## src/rtl/core/worker_restart_supervisor_backoff_unit_defines.svh

```systemverilog
// Assertion macros shared by the supervisor RTL.
`ifndef WORKER_RESTART_SUPERVISOR_BACKOFF_UNIT_DEFINES_SVH
`define WORKER_RESTART_SUPERVISOR_BACKOFF_UNIT_DEFINES_SVH

`ifndef SYNTH
// Checked property, masked while reset is high.
`define WRSB_ASSERT(name, clk, rst, prop) \
  name: assert property (@(posedge clk) disable iff (rst) prop) \
    else $error("wrsb assertion failed");
// Checked property, also evaluated during reset.
`define WRSB_ASSERT_ALWAYS(name, clk, prop) \
  name: assert property (@(posedge clk) prop) \
    else $error("wrsb assertion failed");
`else
`define WRSB_ASSERT(name, clk, rst, prop)
`define WRSB_ASSERT_ALWAYS(name, clk, prop)
`endif

`endif

```

## src/rtl/core/wrsb_pkg.sv

```systemverilog
// Types, codes, reset values and helper functions for the restart supervisor.
`default_nettype none

package wrsb_pkg;

  localparam int TIME_W    = 32;
  localparam int CFG_W     = 24;
  localparam int THR_W     = 8;
  localparam int STREAK_W  = 16;
  localparam int CNT_OUT_W = 32;
  localparam int DL_W      = TIME_W + 1;
  localparam int SHIFT_CAP = CFG_W;
  localparam int SHIFT_W   = $clog2(SHIFT_CAP + 1);
  localparam int REG_IDX_W = 3;

  typedef logic [2:0] phase_t;
  localparam phase_t PH_STOPPED  = 3'd0;
  localparam phase_t PH_STARTING = 3'd1;
  localparam phase_t PH_READY    = 3'd2;
  localparam phase_t PH_DEGRADED = 3'd3;
  localparam phase_t PH_BLOCKED  = 3'd4;

  typedef logic [1:0] action_t;
  localparam action_t ACT_START   = 2'd0;
  localparam action_t ACT_STOP    = 2'd1;
  localparam action_t ACT_POLL    = 2'd2;
  localparam action_t ACT_RESTART = 2'd3;

  typedef logic [1:0] fkind_t;
  localparam fkind_t FK_NONE  = 2'd0;
  localparam fkind_t FK_START = 2'd1;
  localparam fkind_t FK_EXIT  = 2'd2;
  localparam fkind_t FK_STALL = 2'd3;

  typedef logic [2:0] cmd_t;
  localparam cmd_t CMD_NONE  = 3'b000;
  localparam cmd_t CMD_START = 3'b001;
  localparam cmd_t CMD_STOP  = 3'b010;
  localparam cmd_t CMD_FLUSH = 3'b100;

  typedef logic [REG_IDX_W-1:0] reg_idx_t;
  localparam reg_idx_t REG_START_LIMIT     = 3'd0;
  localparam reg_idx_t REG_STALL_LIMIT     = 3'd1;
  localparam reg_idx_t REG_STABLE_RESET    = 3'd2;
  localparam reg_idx_t REG_BO_FIRST        = 3'd3;
  localparam reg_idx_t REG_BO_CAP          = 3'd4;
  localparam reg_idx_t REG_BLOCK_THRESHOLD = 3'd5;

  localparam logic [CFG_W-1:0] RST_START_LIMIT     = 24'd2000;
  localparam logic [CFG_W-1:0] RST_STALL_LIMIT     = 24'd1000;
  localparam logic [CFG_W-1:0] RST_STABLE_RESET    = 24'd30000;
  localparam logic [CFG_W-1:0] RST_BO_FIRST        = 24'd500;
  localparam logic [CFG_W-1:0] RST_BO_CAP          = 24'd30000;
  localparam logic [THR_W-1:0] RST_BLOCK_THRESHOLD = 8'd5;

  typedef struct packed {
    phase_t                phase;
    fkind_t                failure_kind;
    logic [STREAK_W-1:0]   failure_run;
    logic [CNT_OUT_W-1:0]  attempt_count;
    logic [CNT_OUT_W-1:0]  boundary_count;
    logic [CNT_OUT_W-1:0]  exit_count;
    logic [CNT_OUT_W-1:0]  stall_count;
    logic [CNT_OUT_W-1:0]  planned_count;
    logic                  retry_pending;
    logic [TIME_W-1:0]     retry_wait_ms;
    cmd_t                  commands;
  } result_t;

  // now - since >= span, with a clock that ran backwards counting as not elapsed
  function automatic logic elapsed_at_least(input logic [TIME_W-1:0] now,
                                            input logic [TIME_W-1:0] since,
                                            input logic [CFG_W-1:0]  span);
    logic [TIME_W-1:0] diff;
    diff = now - since;
    return (now >= since) && (diff >= TIME_W'(span));
  endfunction

  // min(initial << (streak-1), maximum); a maximum below initial keeps initial.
  // Shift is capped at the config width: beyond that any nonzero initial is past the cap.
  function automatic logic [CFG_W-1:0] backoff_delay(input logic [CFG_W-1:0]    init,
                                                     input logic [CFG_W-1:0]    maxv,
                                                     input logic [STREAK_W-1:0] streak);
    logic [STREAK_W-1:0] k;
    logic [SHIFT_W-1:0]  sh;
    logic [2*CFG_W-1:0]  wide;
    logic [CFG_W-1:0]    r;
    k = streak - STREAK_W'(1);
    sh = (k >= STREAK_W'(SHIFT_CAP)) ? SHIFT_W'(SHIFT_CAP) : k[SHIFT_W-1:0];
    wide = {{CFG_W{1'b0}}, init} << sh;
    if (init >= maxv) begin
      r = init;
    end else if (wide > {{CFG_W{1'b0}}, maxv}) begin
      r = maxv;
    end else begin
      r = wide[CFG_W-1:0];
    end
    return r;
  endfunction

endpackage

`default_nettype wire

```

## src/rtl/core/wrsb_if.sv

```systemverilog
// Channel interfaces: event input, result output and register write port.
`default_nettype none

interface wrsb_evt_if;
  import wrsb_pkg::*;
  logic              valid;
  logic              ready;
  action_t           action;
  logic [TIME_W-1:0] now_ms;
  logic              start_ok;
  logic              worker_running;
  logic [TIME_W-1:0] last_period_ms;
  modport source (output valid, action, now_ms, start_ok, worker_running, last_period_ms,
                  input ready);
  modport sink   (input valid, action, now_ms, start_ok, worker_running, last_period_ms,
                  output ready);
endinterface

interface wrsb_res_if;
  import wrsb_pkg::*;
  logic                 valid;
  logic                 ready;
  phase_t               phase;
  fkind_t               failure_kind;
  logic [STREAK_W-1:0]  failure_run;
  logic [CNT_OUT_W-1:0] attempt_count;
  logic [CNT_OUT_W-1:0] boundary_count;
  logic [CNT_OUT_W-1:0] exit_count;
  logic [CNT_OUT_W-1:0] stall_count;
  logic [CNT_OUT_W-1:0] planned_count;
  logic                 retry_pending;
  logic [TIME_W-1:0]    retry_wait_ms;
  cmd_t                 commands;
  modport source (output valid, phase, failure_kind, failure_run, attempt_count,
                  boundary_count, exit_count, stall_count, planned_count,
                  retry_pending, retry_wait_ms, commands,
                  input ready);
  modport sink   (input valid, phase, failure_kind, failure_run, attempt_count,
                  boundary_count, exit_count, stall_count, planned_count,
                  retry_pending, retry_wait_ms, commands,
                  output ready);
endinterface

interface wrsb_cfg_if;
  import wrsb_pkg::*;
  logic             valid;
  logic             ready;
  reg_idx_t         idx;
  logic [CFG_W-1:0] data;
  modport source (output valid, idx, data, input ready);
  modport sink   (input valid, idx, data, output ready);
endinterface

`default_nettype wire

```

## src/rtl/core/worker_restart_supervisor_backoff_unit.sv

```systemverilog
// Worker restart supervisor with doubling retry backoff.
//
//   channel  dir  fields                                              transfer
//   evt      in   action, now_ms, start_ok, worker_running,           valid & ready
//                 last_period_ms
//   res      out  phase, failure_kind, failure_run, *_count,          valid & ready
//                 retry_pending, retry_wait_ms, commands
//   cfg      in   idx, data (register write)                          valid & ready
//
// One event per cycle while evt.ready is high; the result is registered onto res.
// The state update and result are one combinational pass from the state registers.
// Result register plus a one-entry skid: evt.ready drops only when both hold data.
// cfg.ready is always high. Synchronous reset loads register defaults, phase stopped,
// counters zero; no clearing pass.
`default_nettype none
`include "worker_restart_supervisor_backoff_unit_defines.svh"

module worker_restart_supervisor_backoff_unit #(
  parameter int COUNTER_BITS = 32
) (
  input  logic       clk,
  input  logic       rst,
  wrsb_evt_if.sink   evt,
  wrsb_res_if.source res,
  wrsb_cfg_if.sink   cfg
);
  import wrsb_pkg::*;

  // configuration
  logic [CFG_W-1:0] start_limit;
  logic [CFG_W-1:0] stall_limit;
  logic [CFG_W-1:0] stable_reset;
  logic [CFG_W-1:0] bo_first;
  logic [CFG_W-1:0] bo_cap;
  logic [THR_W-1:0] block_threshold;

  // supervisor state
  phase_t                  lifecycle, lifecycle_next;
  fkind_t                  fail_reason, fail_reason_next;
  logic [STREAK_W-1:0]     fail_streak, fail_streak_next;
  logic [COUNTER_BITS-1:0] attempts, attempts_next;
  logic [COUNTER_BITS-1:0] boundaries, boundaries_next;
  logic [COUNTER_BITS-1:0] exits, exits_next;
  logic [COUNTER_BITS-1:0] stalls, stalls_next;
  logic [COUNTER_BITS-1:0] planned, planned_next;
  logic                    retry_flag, retry_flag_next;
  logic [DL_W-1:0]         retry_deadline, retry_deadline_next;
  logic [TIME_W-1:0]       attempt_time, attempt_time_next;
  logic [TIME_W-1:0]       ready_time, ready_time_next;

  // output staging
  result_t res_data, skid_data, result;
  logic    res_v, skid_v;

  logic              acc, take;
  logic              active, do_start, fail, fresh;
  fkind_t            kind;
  cmd_t              cmds;
  logic [CFG_W-1:0]  delay;
  logic [DL_W-1:0]   wait_diff;
  logic [TIME_W-1:0] wait_ms;
  logic [TIME_W-1:0] period_age;

  assign evt.ready = !skid_v;
  assign acc       = evt.valid && evt.ready;
  assign take      = res_v && res.ready;
  assign cfg.ready = 1'b1;

  always_ff @(posedge clk) begin
    if (rst) begin
      start_limit     <= RST_START_LIMIT;
      stall_limit     <= RST_STALL_LIMIT;
      stable_reset    <= RST_STABLE_RESET;
      bo_first        <= RST_BO_FIRST;
      bo_cap          <= RST_BO_CAP;
      block_threshold <= RST_BLOCK_THRESHOLD;
    end else if (cfg.valid) begin
      unique case (cfg.idx)
        REG_START_LIMIT:     start_limit     <= cfg.data;
        REG_STALL_LIMIT:     stall_limit     <= cfg.data;
        REG_STABLE_RESET:    stable_reset    <= cfg.data;
        REG_BO_FIRST:        bo_first        <= cfg.data;
        REG_BO_CAP:          bo_cap          <= cfg.data;
        REG_BLOCK_THRESHOLD: block_threshold <= cfg.data[THR_W-1:0];
        default: ;
      endcase
    end
  end

  assign active     = (lifecycle != PH_STOPPED);
  assign period_age = evt.now_ms - evt.last_period_ms;
  assign fresh      = (evt.last_period_ms != '0) && (evt.now_ms >= evt.last_period_ms) &&
                      (period_age <= TIME_W'(stall_limit));

  always_comb begin
    lifecycle_next      = lifecycle;
    fail_reason_next    = fail_reason;
    fail_streak_next    = fail_streak;
    attempts_next       = attempts;
    boundaries_next     = boundaries;
    exits_next          = exits;
    stalls_next         = stalls;
    planned_next        = planned;
    retry_flag_next     = retry_flag;
    retry_deadline_next = retry_deadline;
    attempt_time_next   = attempt_time;
    ready_time_next     = ready_time;
    cmds                = CMD_NONE;
    do_start            = 1'b0;
    fail                = 1'b0;
    kind                = FK_NONE;
    delay               = '0;

    unique case (evt.action)
      ACT_START: begin
        if (!active) begin
          cmds     = cmds | CMD_FLUSH;
          do_start = 1'b1;
        end
      end
      ACT_STOP: begin
        if (active) begin
          cmds            = cmds | CMD_STOP;
          retry_flag_next = 1'b0;
          lifecycle_next  = PH_STOPPED;
        end
      end
      ACT_POLL: begin
        if (lifecycle == PH_DEGRADED || lifecycle == PH_BLOCKED) begin
          if ({1'b0, evt.now_ms} >= retry_deadline) do_start = 1'b1;
        end else if (lifecycle == PH_STARTING) begin
          if (!evt.worker_running) begin
            fail = 1'b1;
            kind = FK_EXIT;
          end else if (fresh) begin
            ready_time_next = evt.now_ms;
            lifecycle_next  = PH_READY;
          end else if (elapsed_at_least(evt.now_ms, attempt_time, start_limit)) begin
            fail = 1'b1;
            kind = FK_STALL;
          end
        end else if (lifecycle == PH_READY) begin
          if (!evt.worker_running) begin
            fail = 1'b1;
            kind = FK_EXIT;
          end else if (!fresh) begin
            fail = 1'b1;
            kind = FK_STALL;
          end else if (fail_streak != '0 &&
                       elapsed_at_least(evt.now_ms, ready_time, stable_reset)) begin
            fail_streak_next = '0;
            fail_reason_next = FK_NONE;
          end
        end
      end
      ACT_RESTART: begin
        if (active) begin
          cmds             = cmds | CMD_STOP | CMD_FLUSH;
          boundaries_next  = boundaries_next + COUNTER_BITS'(1);
          planned_next     = planned + COUNTER_BITS'(1);
          fail_reason_next = FK_NONE;
          fail_streak_next = '0;
          do_start         = 1'b1;
        end
      end
      default: ;
    endcase

    if (do_start) begin
      cmds              = cmds | CMD_START;
      attempts_next     = attempts + COUNTER_BITS'(1);
      retry_flag_next   = 1'b0;
      attempt_time_next = evt.now_ms;
      lifecycle_next    = PH_STARTING;
      if (!evt.start_ok) begin
        fail = 1'b1;
        kind = FK_START;
      end
    end

    if (fail) begin
      cmds            = cmds | CMD_STOP | CMD_FLUSH;
      boundaries_next = boundaries_next + COUNTER_BITS'(1);
      if (fail_streak_next != '1) fail_streak_next = fail_streak_next + STREAK_W'(1);
      fail_reason_next = kind;
      if (kind == FK_EXIT)  exits_next  = exits + COUNTER_BITS'(1);
      if (kind == FK_STALL) stalls_next = stalls + COUNTER_BITS'(1);
      delay               = backoff_delay(bo_first, bo_cap, fail_streak_next);
      retry_deadline_next = {1'b0, evt.now_ms} + DL_W'(delay);
      retry_flag_next     = 1'b1;
      lifecycle_next      = (fail_streak_next >= STREAK_W'(block_threshold)) ?
                            PH_BLOCKED : PH_DEGRADED;
    end
  end

  // wait from a fresh failure is the delay itself; otherwise it comes from the held deadline
  assign wait_diff = retry_deadline - {1'b0, evt.now_ms};

  always_comb begin
    if (fail) begin
      wait_ms = TIME_W'(delay);
    end else if (retry_flag_next && (retry_deadline > {1'b0, evt.now_ms})) begin
      wait_ms = wait_diff[DL_W-1] ? '1 : wait_diff[TIME_W-1:0];
    end else begin
      wait_ms = '0;
    end
  end

  always_comb begin
    result.phase          = lifecycle_next;
    result.failure_kind   = fail_reason_next;
    result.failure_run    = fail_streak_next;
    result.attempt_count  = CNT_OUT_W'(attempts_next);
    result.boundary_count = CNT_OUT_W'(boundaries_next);
    result.exit_count     = CNT_OUT_W'(exits_next);
    result.stall_count    = CNT_OUT_W'(stalls_next);
    result.planned_count  = CNT_OUT_W'(planned_next);
    result.retry_pending  = retry_flag_next;
    result.retry_wait_ms  = wait_ms;
    result.commands       = cmds;
  end

  always_ff @(posedge clk) begin
    if (rst) begin
      lifecycle      <= PH_STOPPED;
      fail_reason    <= FK_NONE;
      fail_streak    <= '0;
      attempts       <= '0;
      boundaries     <= '0;
      exits          <= '0;
      stalls         <= '0;
      planned        <= '0;
      retry_flag     <= 1'b0;
      retry_deadline <= '0;
      attempt_time   <= '0;
      ready_time     <= '0;
    end else if (acc) begin
      lifecycle      <= lifecycle_next;
      fail_reason    <= fail_reason_next;
      fail_streak    <= fail_streak_next;
      attempts       <= attempts_next;
      boundaries     <= boundaries_next;
      exits          <= exits_next;
      stalls         <= stalls_next;
      planned        <= planned_next;
      retry_flag     <= retry_flag_next;
      retry_deadline <= retry_deadline_next;
      attempt_time   <= attempt_time_next;
      ready_time     <= ready_time_next;
    end
  end

  // result register with a one-entry skid behind it
  always_ff @(posedge clk) begin
    if (rst) begin
      res_v  <= 1'b0;
      skid_v <= 1'b0;
    end else if (!res_v || take) begin
      if (skid_v) begin
        res_v  <= 1'b1;
        skid_v <= 1'b0;
      end else begin
        res_v <= acc;
      end
    end else if (acc) begin
      skid_v <= 1'b1;
    end
  end

  always_ff @(posedge clk) begin
    if (!res_v || take) begin
      if (skid_v) begin
        res_data <= skid_data;
      end else if (acc) begin
        res_data <= result;
      end
    end else if (acc) begin
      skid_data <= result;
    end
  end

  assign res.valid          = res_v;
  assign res.phase          = res_data.phase;
  assign res.failure_kind   = res_data.failure_kind;
  assign res.failure_run    = res_data.failure_run;
  assign res.attempt_count  = res_data.attempt_count;
  assign res.boundary_count = res_data.boundary_count;
  assign res.exit_count     = res_data.exit_count;
  assign res.stall_count    = res_data.stall_count;
  assign res.planned_count  = res_data.planned_count;
  assign res.retry_pending  = res_data.retry_pending;
  assign res.retry_wait_ms  = res_data.retry_wait_ms;
  assign res.commands       = res_data.commands;

  `WRSB_ASSERT_ALWAYS(a_skid_behind_result, clk, skid_v |-> res_v)
  `WRSB_ASSERT(a_retry_only_after_failure, clk, rst,
               retry_flag |-> (lifecycle == PH_DEGRADED || lifecycle == PH_BLOCKED))
  `WRSB_ASSERT(a_clear_run_clears_reason, clk, rst,
               (fail_streak == '0) |-> (fail_reason == FK_NONE))
  `WRSB_ASSERT(a_accept_into_empty, clk, rst,
               (acc && !res_v) |=> (res_v && !skid_v))

endmodule

`default_nettype wire

```

## src/flat_wrapper.sv

```systemverilog
// flat-port wrapper written by rule: the top's interface ports become plain ports
module worker_restart_supervisor_backoff_unit_flat import wrsb_pkg::*;
#(
  parameter int COUNTER_BITS = 32
)
  (clk, rst, evt_valid, evt_action, evt_now_ms, evt_start_ok, evt_worker_running, evt_last_period_ms, evt_ready, res_valid, res_phase, res_failure_kind, res_failure_run, res_attempt_count, res_boundary_count, res_exit_count, res_stall_count, res_planned_count, res_retry_pending, res_retry_wait_ms, res_commands, res_ready, cfg_valid, cfg_idx, cfg_data, cfg_ready);
  wrsb_evt_if evt_i ();
  wrsb_res_if res_i ();
  wrsb_cfg_if cfg_i ();
  input  logic clk;
  input  logic rst;
  input wire logic [$bits(evt_i.valid)-1:0] evt_valid;
  input wire logic [$bits(evt_i.action)-1:0] evt_action;
  input wire logic [$bits(evt_i.now_ms)-1:0] evt_now_ms;
  input wire logic [$bits(evt_i.start_ok)-1:0] evt_start_ok;
  input wire logic [$bits(evt_i.worker_running)-1:0] evt_worker_running;
  input wire logic [$bits(evt_i.last_period_ms)-1:0] evt_last_period_ms;
  output wire logic [$bits(evt_i.ready)-1:0] evt_ready;
  output wire logic [$bits(res_i.valid)-1:0] res_valid;
  output wire logic [$bits(res_i.phase)-1:0] res_phase;
  output wire logic [$bits(res_i.failure_kind)-1:0] res_failure_kind;
  output wire logic [$bits(res_i.failure_run)-1:0] res_failure_run;
  output wire logic [$bits(res_i.attempt_count)-1:0] res_attempt_count;
  output wire logic [$bits(res_i.boundary_count)-1:0] res_boundary_count;
  output wire logic [$bits(res_i.exit_count)-1:0] res_exit_count;
  output wire logic [$bits(res_i.stall_count)-1:0] res_stall_count;
  output wire logic [$bits(res_i.planned_count)-1:0] res_planned_count;
  output wire logic [$bits(res_i.retry_pending)-1:0] res_retry_pending;
  output wire logic [$bits(res_i.retry_wait_ms)-1:0] res_retry_wait_ms;
  output wire logic [$bits(res_i.commands)-1:0] res_commands;
  input wire logic [$bits(res_i.ready)-1:0] res_ready;
  input wire logic [$bits(cfg_i.valid)-1:0] cfg_valid;
  input wire logic [$bits(cfg_i.idx)-1:0] cfg_idx;
  input wire logic [$bits(cfg_i.data)-1:0] cfg_data;
  output wire logic [$bits(cfg_i.ready)-1:0] cfg_ready;
  assign evt_i.valid = evt_valid;
  assign evt_i.action = evt_action;
  assign evt_i.now_ms = evt_now_ms;
  assign evt_i.start_ok = evt_start_ok;
  assign evt_i.worker_running = evt_worker_running;
  assign evt_i.last_period_ms = evt_last_period_ms;
  assign evt_ready = evt_i.ready;
  assign res_valid = res_i.valid;
  assign res_phase = res_i.phase;
  assign res_failure_kind = res_i.failure_kind;
  assign res_failure_run = res_i.failure_run;
  assign res_attempt_count = res_i.attempt_count;
  assign res_boundary_count = res_i.boundary_count;
  assign res_exit_count = res_i.exit_count;
  assign res_stall_count = res_i.stall_count;
  assign res_planned_count = res_i.planned_count;
  assign res_retry_pending = res_i.retry_pending;
  assign res_retry_wait_ms = res_i.retry_wait_ms;
  assign res_commands = res_i.commands;
  assign res_i.ready = res_ready;
  assign cfg_i.valid = cfg_valid;
  assign cfg_i.idx = cfg_idx;
  assign cfg_i.data = cfg_data;
  assign cfg_ready = cfg_i.ready;
  worker_restart_supervisor_backoff_unit #(.COUNTER_BITS(COUNTER_BITS)) u_core (.clk(clk), .rst(rst), .evt(evt_i), .res(res_i), .cfg(cfg_i));
endmodule
```

## config.mk

```make
export PLATFORM = sky130hd
export DESIGN_NAME = worker_restart_supervisor_backoff_unit_flat
export DESIGN_NICKNAME = d
export VERILOG_FILES = /design/src/rtl/core/wrsb_pkg.sv /design/src/rtl/core/wrsb_if.sv /design/src/rtl/core/worker_restart_supervisor_backoff_unit.sv /design/src/flat_wrapper.sv
export VERILOG_INCLUDE_DIRS = /design/src /design/src/rtl/core
export SDC_FILE = /design/constraint.sdc
export NUM_CORES = 2
export LEC_CHECK = 0
export BUFFER_PORTS_ARGS = -buffer_cell sky130_fd_sc_hd__buf_4
export CORE_ASPECT_RATIO = 2
export CORE_UTILIZATION = 31
export CTS_CLUSTER_DIAMETER = 100
export CTS_CLUSTER_SIZE = 14
export DETAILED_ROUTE_END_ITERATION = 10
export SLEW_MARGIN = 25
export SYNTH_ARGS = -nofsm -noshare
export SYNTH_HDL_FRONTEND = slang
export SYNTH_SLANG_ARGS = --single-unit
```

## constraint.sdc

```tcl
create_clock -name clk -period 43 [get_ports clk]
set_input_delay 4.3 -clock clk [delete_from_list [all_inputs] [get_ports clk]]
set_output_delay 4.3 -clock clk [all_outputs]
set_load 0.03 [all_outputs]
```

==> impl_metrics.env <==
export IMPL_drc=0
export IMPL_setup_viol=0
export IMPL_synth_ff_type="edfxtp_1"
export IMPL_switching_share_pct=34.6
export IMPL_ctsHoldBuffers=0
export IMPL_core_sq_um=163000
export IMPL_die_area_sq_um=166000
export IMPL_rows=210
export IMPL_syn_cell_area_sq_um=51000
export IMPL_port_buffers=318
export IMPL_rr_startpoint="u_core.ready_time[0]$_SDFFE_PP0P_"
export IMPL_cp_start_kind="input pin"
export IMPL_finalNetCount=6322
export IMPL_synth_edff_count=434
export IMPL_tns_ns=0
export IMPL_ys_seq_area_share_pct=41.6
export IMPL_cts_tree="done"
export IMPL_power_density_nw_per_um2=36.8
export IMPL_hold_class="reg2reg"
export IMPL_final_common_cell="nand2_1"
export IMPL_critPathSlowestCell="a2111oi_0"
export IMPL_die_height_um=575
export IMPL_hold_path_endpoint="u_core.ready_time[22]$_SDFFE_PP0P_"
export IMPL_grt_total_usage_pct=22.0
export IMPL_drtIter0Drc=2280
export IMPL_final_cell_mix="nand2_1 (794), nor2_1 (512), a21oi_1 (469), edfxtp_1 (434), dfxtp_1 (408)"
export IMPL_pwr_share_seq_pct=42.0
export IMPL_start_util_pct=31.2
export IMPL_io_pins=320
export IMPL_rr_endpoint="u_core.retry_deadline[30]$_SDFFE_PP0P_"
export IMPL_ys_top_cells_by_area="edfxtp_1 (26%), dfxtp_1 (16%), ha_1 (7.2%), nand2_1 (5.9%), a21oi_1 (4.6%)"
export IMPL_synthArstFlopShare_pct=0
export IMPL_cp_common_cell="o21ai_0"
export IMPL_hold_viol_final=0
export IMPL_slowest_delay_ns=0.79
export IMPL_ys_ff_latch=843
export IMPL_synth_cells=5746
export IMPL_switchingPower_mw=0.735
export IMPL_die_x_um=289
export IMPL_dp_hpwl_um=144000
export IMPL_min_path_cells=2
export IMPL_wl_um=188000
export IMPL_ctsHtreeMaxLevel=3
export IMPL_min_from="u_core.ready_time[22]$_SDFFE_PP0P_"
export IMPL_drtPass1Iterations=6
export IMPL_p_int_mw=1.39
export IMPL_cts_buffer_depth=3
export IMPL_yosysTopAreaCellShare_pct=25.6
export IMPL_post_route_period_util_pct=55.7
export IMPL_avgSynthCellArea_sq_um=8.87
export IMPL_vias=43156
export IMPL_cts_buffers=70
export IMPL_clock_latency_ns=0.70
export IMPL_required_ns=43.60
export IMPL_grt_max_degree=173
export IMPL_drtAntennaViolNets=0
export IMPL_max_freq_mhz=41.7
export IMPL_cp_data_arrival_time_ns=24.57
export IMPL_synth_nets=6145
export IMPL_postCtsSetupBuffers=0
export IMPL_cp_max_fo=20
export IMPL_drive_above_1_share_pct=12.4
export IMPL_synth_top_area_cell="edfxtp_1"
export IMPL_synthDistinctLibCells=109
export IMPL_grt_pass1_wl_um=273000
export IMPL_grt_antenna_before_repair=2
export IMPL_worst_setup_path_end_kind="flip-flop"
export IMPL_utilization_pct=35.3
export IMPL_combPwrFrac_pct=28.2
export IMPL_tightest_slew_ns=1.04
export IMPL_finalWeightedCongestion=0.943
export IMPL_r2r_cells=83
export IMPL_critPathKind="in2reg"
export IMPL_power_total_mw=2.13
export IMPL_slew_violations=0
export IMPL_rsz0062_at_grt="no"
export IMPL_cts_root_buf="clkbuf_16"
export IMPL_power_leakage_nw=21.9
export IMPL_cts_num_sinks=843
export IMPL_cts_resized_gates=0
export IMPL_p_clk_share_pct=29.8
export IMPL_area_delta_synth_final_pct=13.2
export IMPL_status="completed"
export IMPL_wl_per_cell_um=23.2
export IMPL_grt_pass1_vias=42973
export IMPL_relSlewSlack_pct=29.7
export IMPL_ir_drop_mv=0.0255
export IMPL_cts_reportedPaths_clkPinSlew_ns=0.07
export IMPL_period_needed_ns=23.97
export IMPL_r2r_setup_slack_ns=22.75
export IMPL_yosysWarnings=0
export IMPL_grt_overflow=0
export IMPL_via_per_inst=5.33
export IMPL_cap_violations=0
export IMPL_fin_skew_ns=0.0508
-- sequential cells by signal (all words and copies together), names as in the netlist, 32 cells and up --
name	count
u_core.attempts	32
u_core.res.boundary_count	32
u_core.stalls	32
u_core.ready_time	32
u_core.exits	32
u_core.skid_data	217
u_core.res.planned_count	32
u_core.retry_deadline	33
u_core.res.stall_count	32
u_core.res.exit_count	32
u_core.res.attempt_count	32
u_core.res.retry_wait_ms	32
u_core.attempt_time	32
u_core.boundaries	32
u_core.planned	32
-- power groups by stage --
stage | Clock (mW) | Sequential, mW | Combinational [mW]
6_report | 0.633 | 0.894 | 0.599
4_1_cts | 0.652 | 0.894 | 0.594
2_1_floorplan | 0 | 0.938 | 0.351
3_3_place_gp | 0 | 0.912 | 0.591
5_1_grt | 0.675 | 0.896 | 0.643
3_5_place_dp | 0 | 0.912 | 0.591
-- Yosys cell counts, types with 30 or more instances --
cell	instances
inv_1	332
nand2_1	795
nand4_1	86
a211o_1	36
nand2b_1	55
edfxtp_1	434
and3_1	76
mux2_2	179
o21a_1	40
nor2b_1	49
nand3_1	150
o211ai_1	33
o22ai_1	33
nor4_1	53
xnor2_1	233
o21ai_0	213
nor2_1	519
clkbuf_1	245
xor2_1	179
or3_1	74
a21o_1	84
a211oi_1	37
ha_1	294
a31oi_1	30
dfxtp_1	409
nor3_1	135
a21oi_1	469
-- area by class of cell --
cell class	count	area [sq um]
antenna	1	2.50
clock buffer	115	1940
clock inverter	8	100
fill	16888	106000
inverter	337	1270
multi-input combinational	4276	27500
sequential	843	21200
tap	2120	2650
timing repair buffer	395	3010
-- per-stage QoR --
step	worst slack, ns	cells	instance area, sq um	hold WS, ns
final	19.03	8095	57700	0.450
after detailed placement	18.41	7970	55600	0.444
after global routing	17.65	8095	57700	0.467
after CTS	19.09	8093	57600	0.454
after global placement	18.60	7970	55600	0.438
after floorplan	23.63	5746	51000	0.432
-- cell families after synthesis --
family	after synthesis	share of synthesized area (%)
compound gates	1234	15.2
xor+xnor	412	7.08
fa+ha+maj	299	7.41
buf+inv	627	4.73
flops	843	41.6
mux	207	4.56
other cells	1	0.00736
simple gates	2123	19.3
-- how the worst max path moves through the flow --
stage                                                         to  cells after the start                   from  slack (ns)
after floorplan           u_core.retry_deadline[28]$_SDFFE_PP0P_                     85  evt_last_period_ms[4]       23.63
after detailed placement  u_core.retry_deadline[30]$_SDFFE_PP0P_                     83          evt_now_ms[7]       18.41
after CTS                 u_core.retry_deadline[30]$_SDFFE_PP0P_                     83          evt_now_ms[7]       19.09
after global placement    u_core.retry_deadline[30]$_SDFFE_PP0P_                     84          evt_now_ms[7]       18.60
final                     u_core.retry_deadline[30]$_SDFFE_PP0P_                     83          evt_now_ms[7]       19.03
after global routing      u_core.retry_deadline[30]$_SDFFE_PP0P_                     86          evt_now_ms[0]       17.65
-- layer usage --
layer | global-route usage, % | share of wire (%) | up-vias
met5 | 0 | 0.0064 | -
met4 | 16.3 | 8.3 | 2
met3 | 2.68 | 3.8 | 456
met2 | 42.2 | 54 | 1191
met1 | 21.1 | 34 | 20814
li1 | - | - | 20693
-- worst max-delay path, delay by kind of cell --
| kind | cells | cell delay, ns |
|---|---|---|
| buffers and inverters | 4 | 0.68 |
| AO/OA/AOI/OAI | 37 | 8.51 |
| AND/OR/NAND/NOR | 30 | 7.86 |
| multiplexers | 2 | 0.31 |
| adder cells (fa/ha/maj) | 7 | 2.24 |
| XOR/XNOR | 3 | 0.64 |
Note: power is estimated with default switching activity, not from simulation.
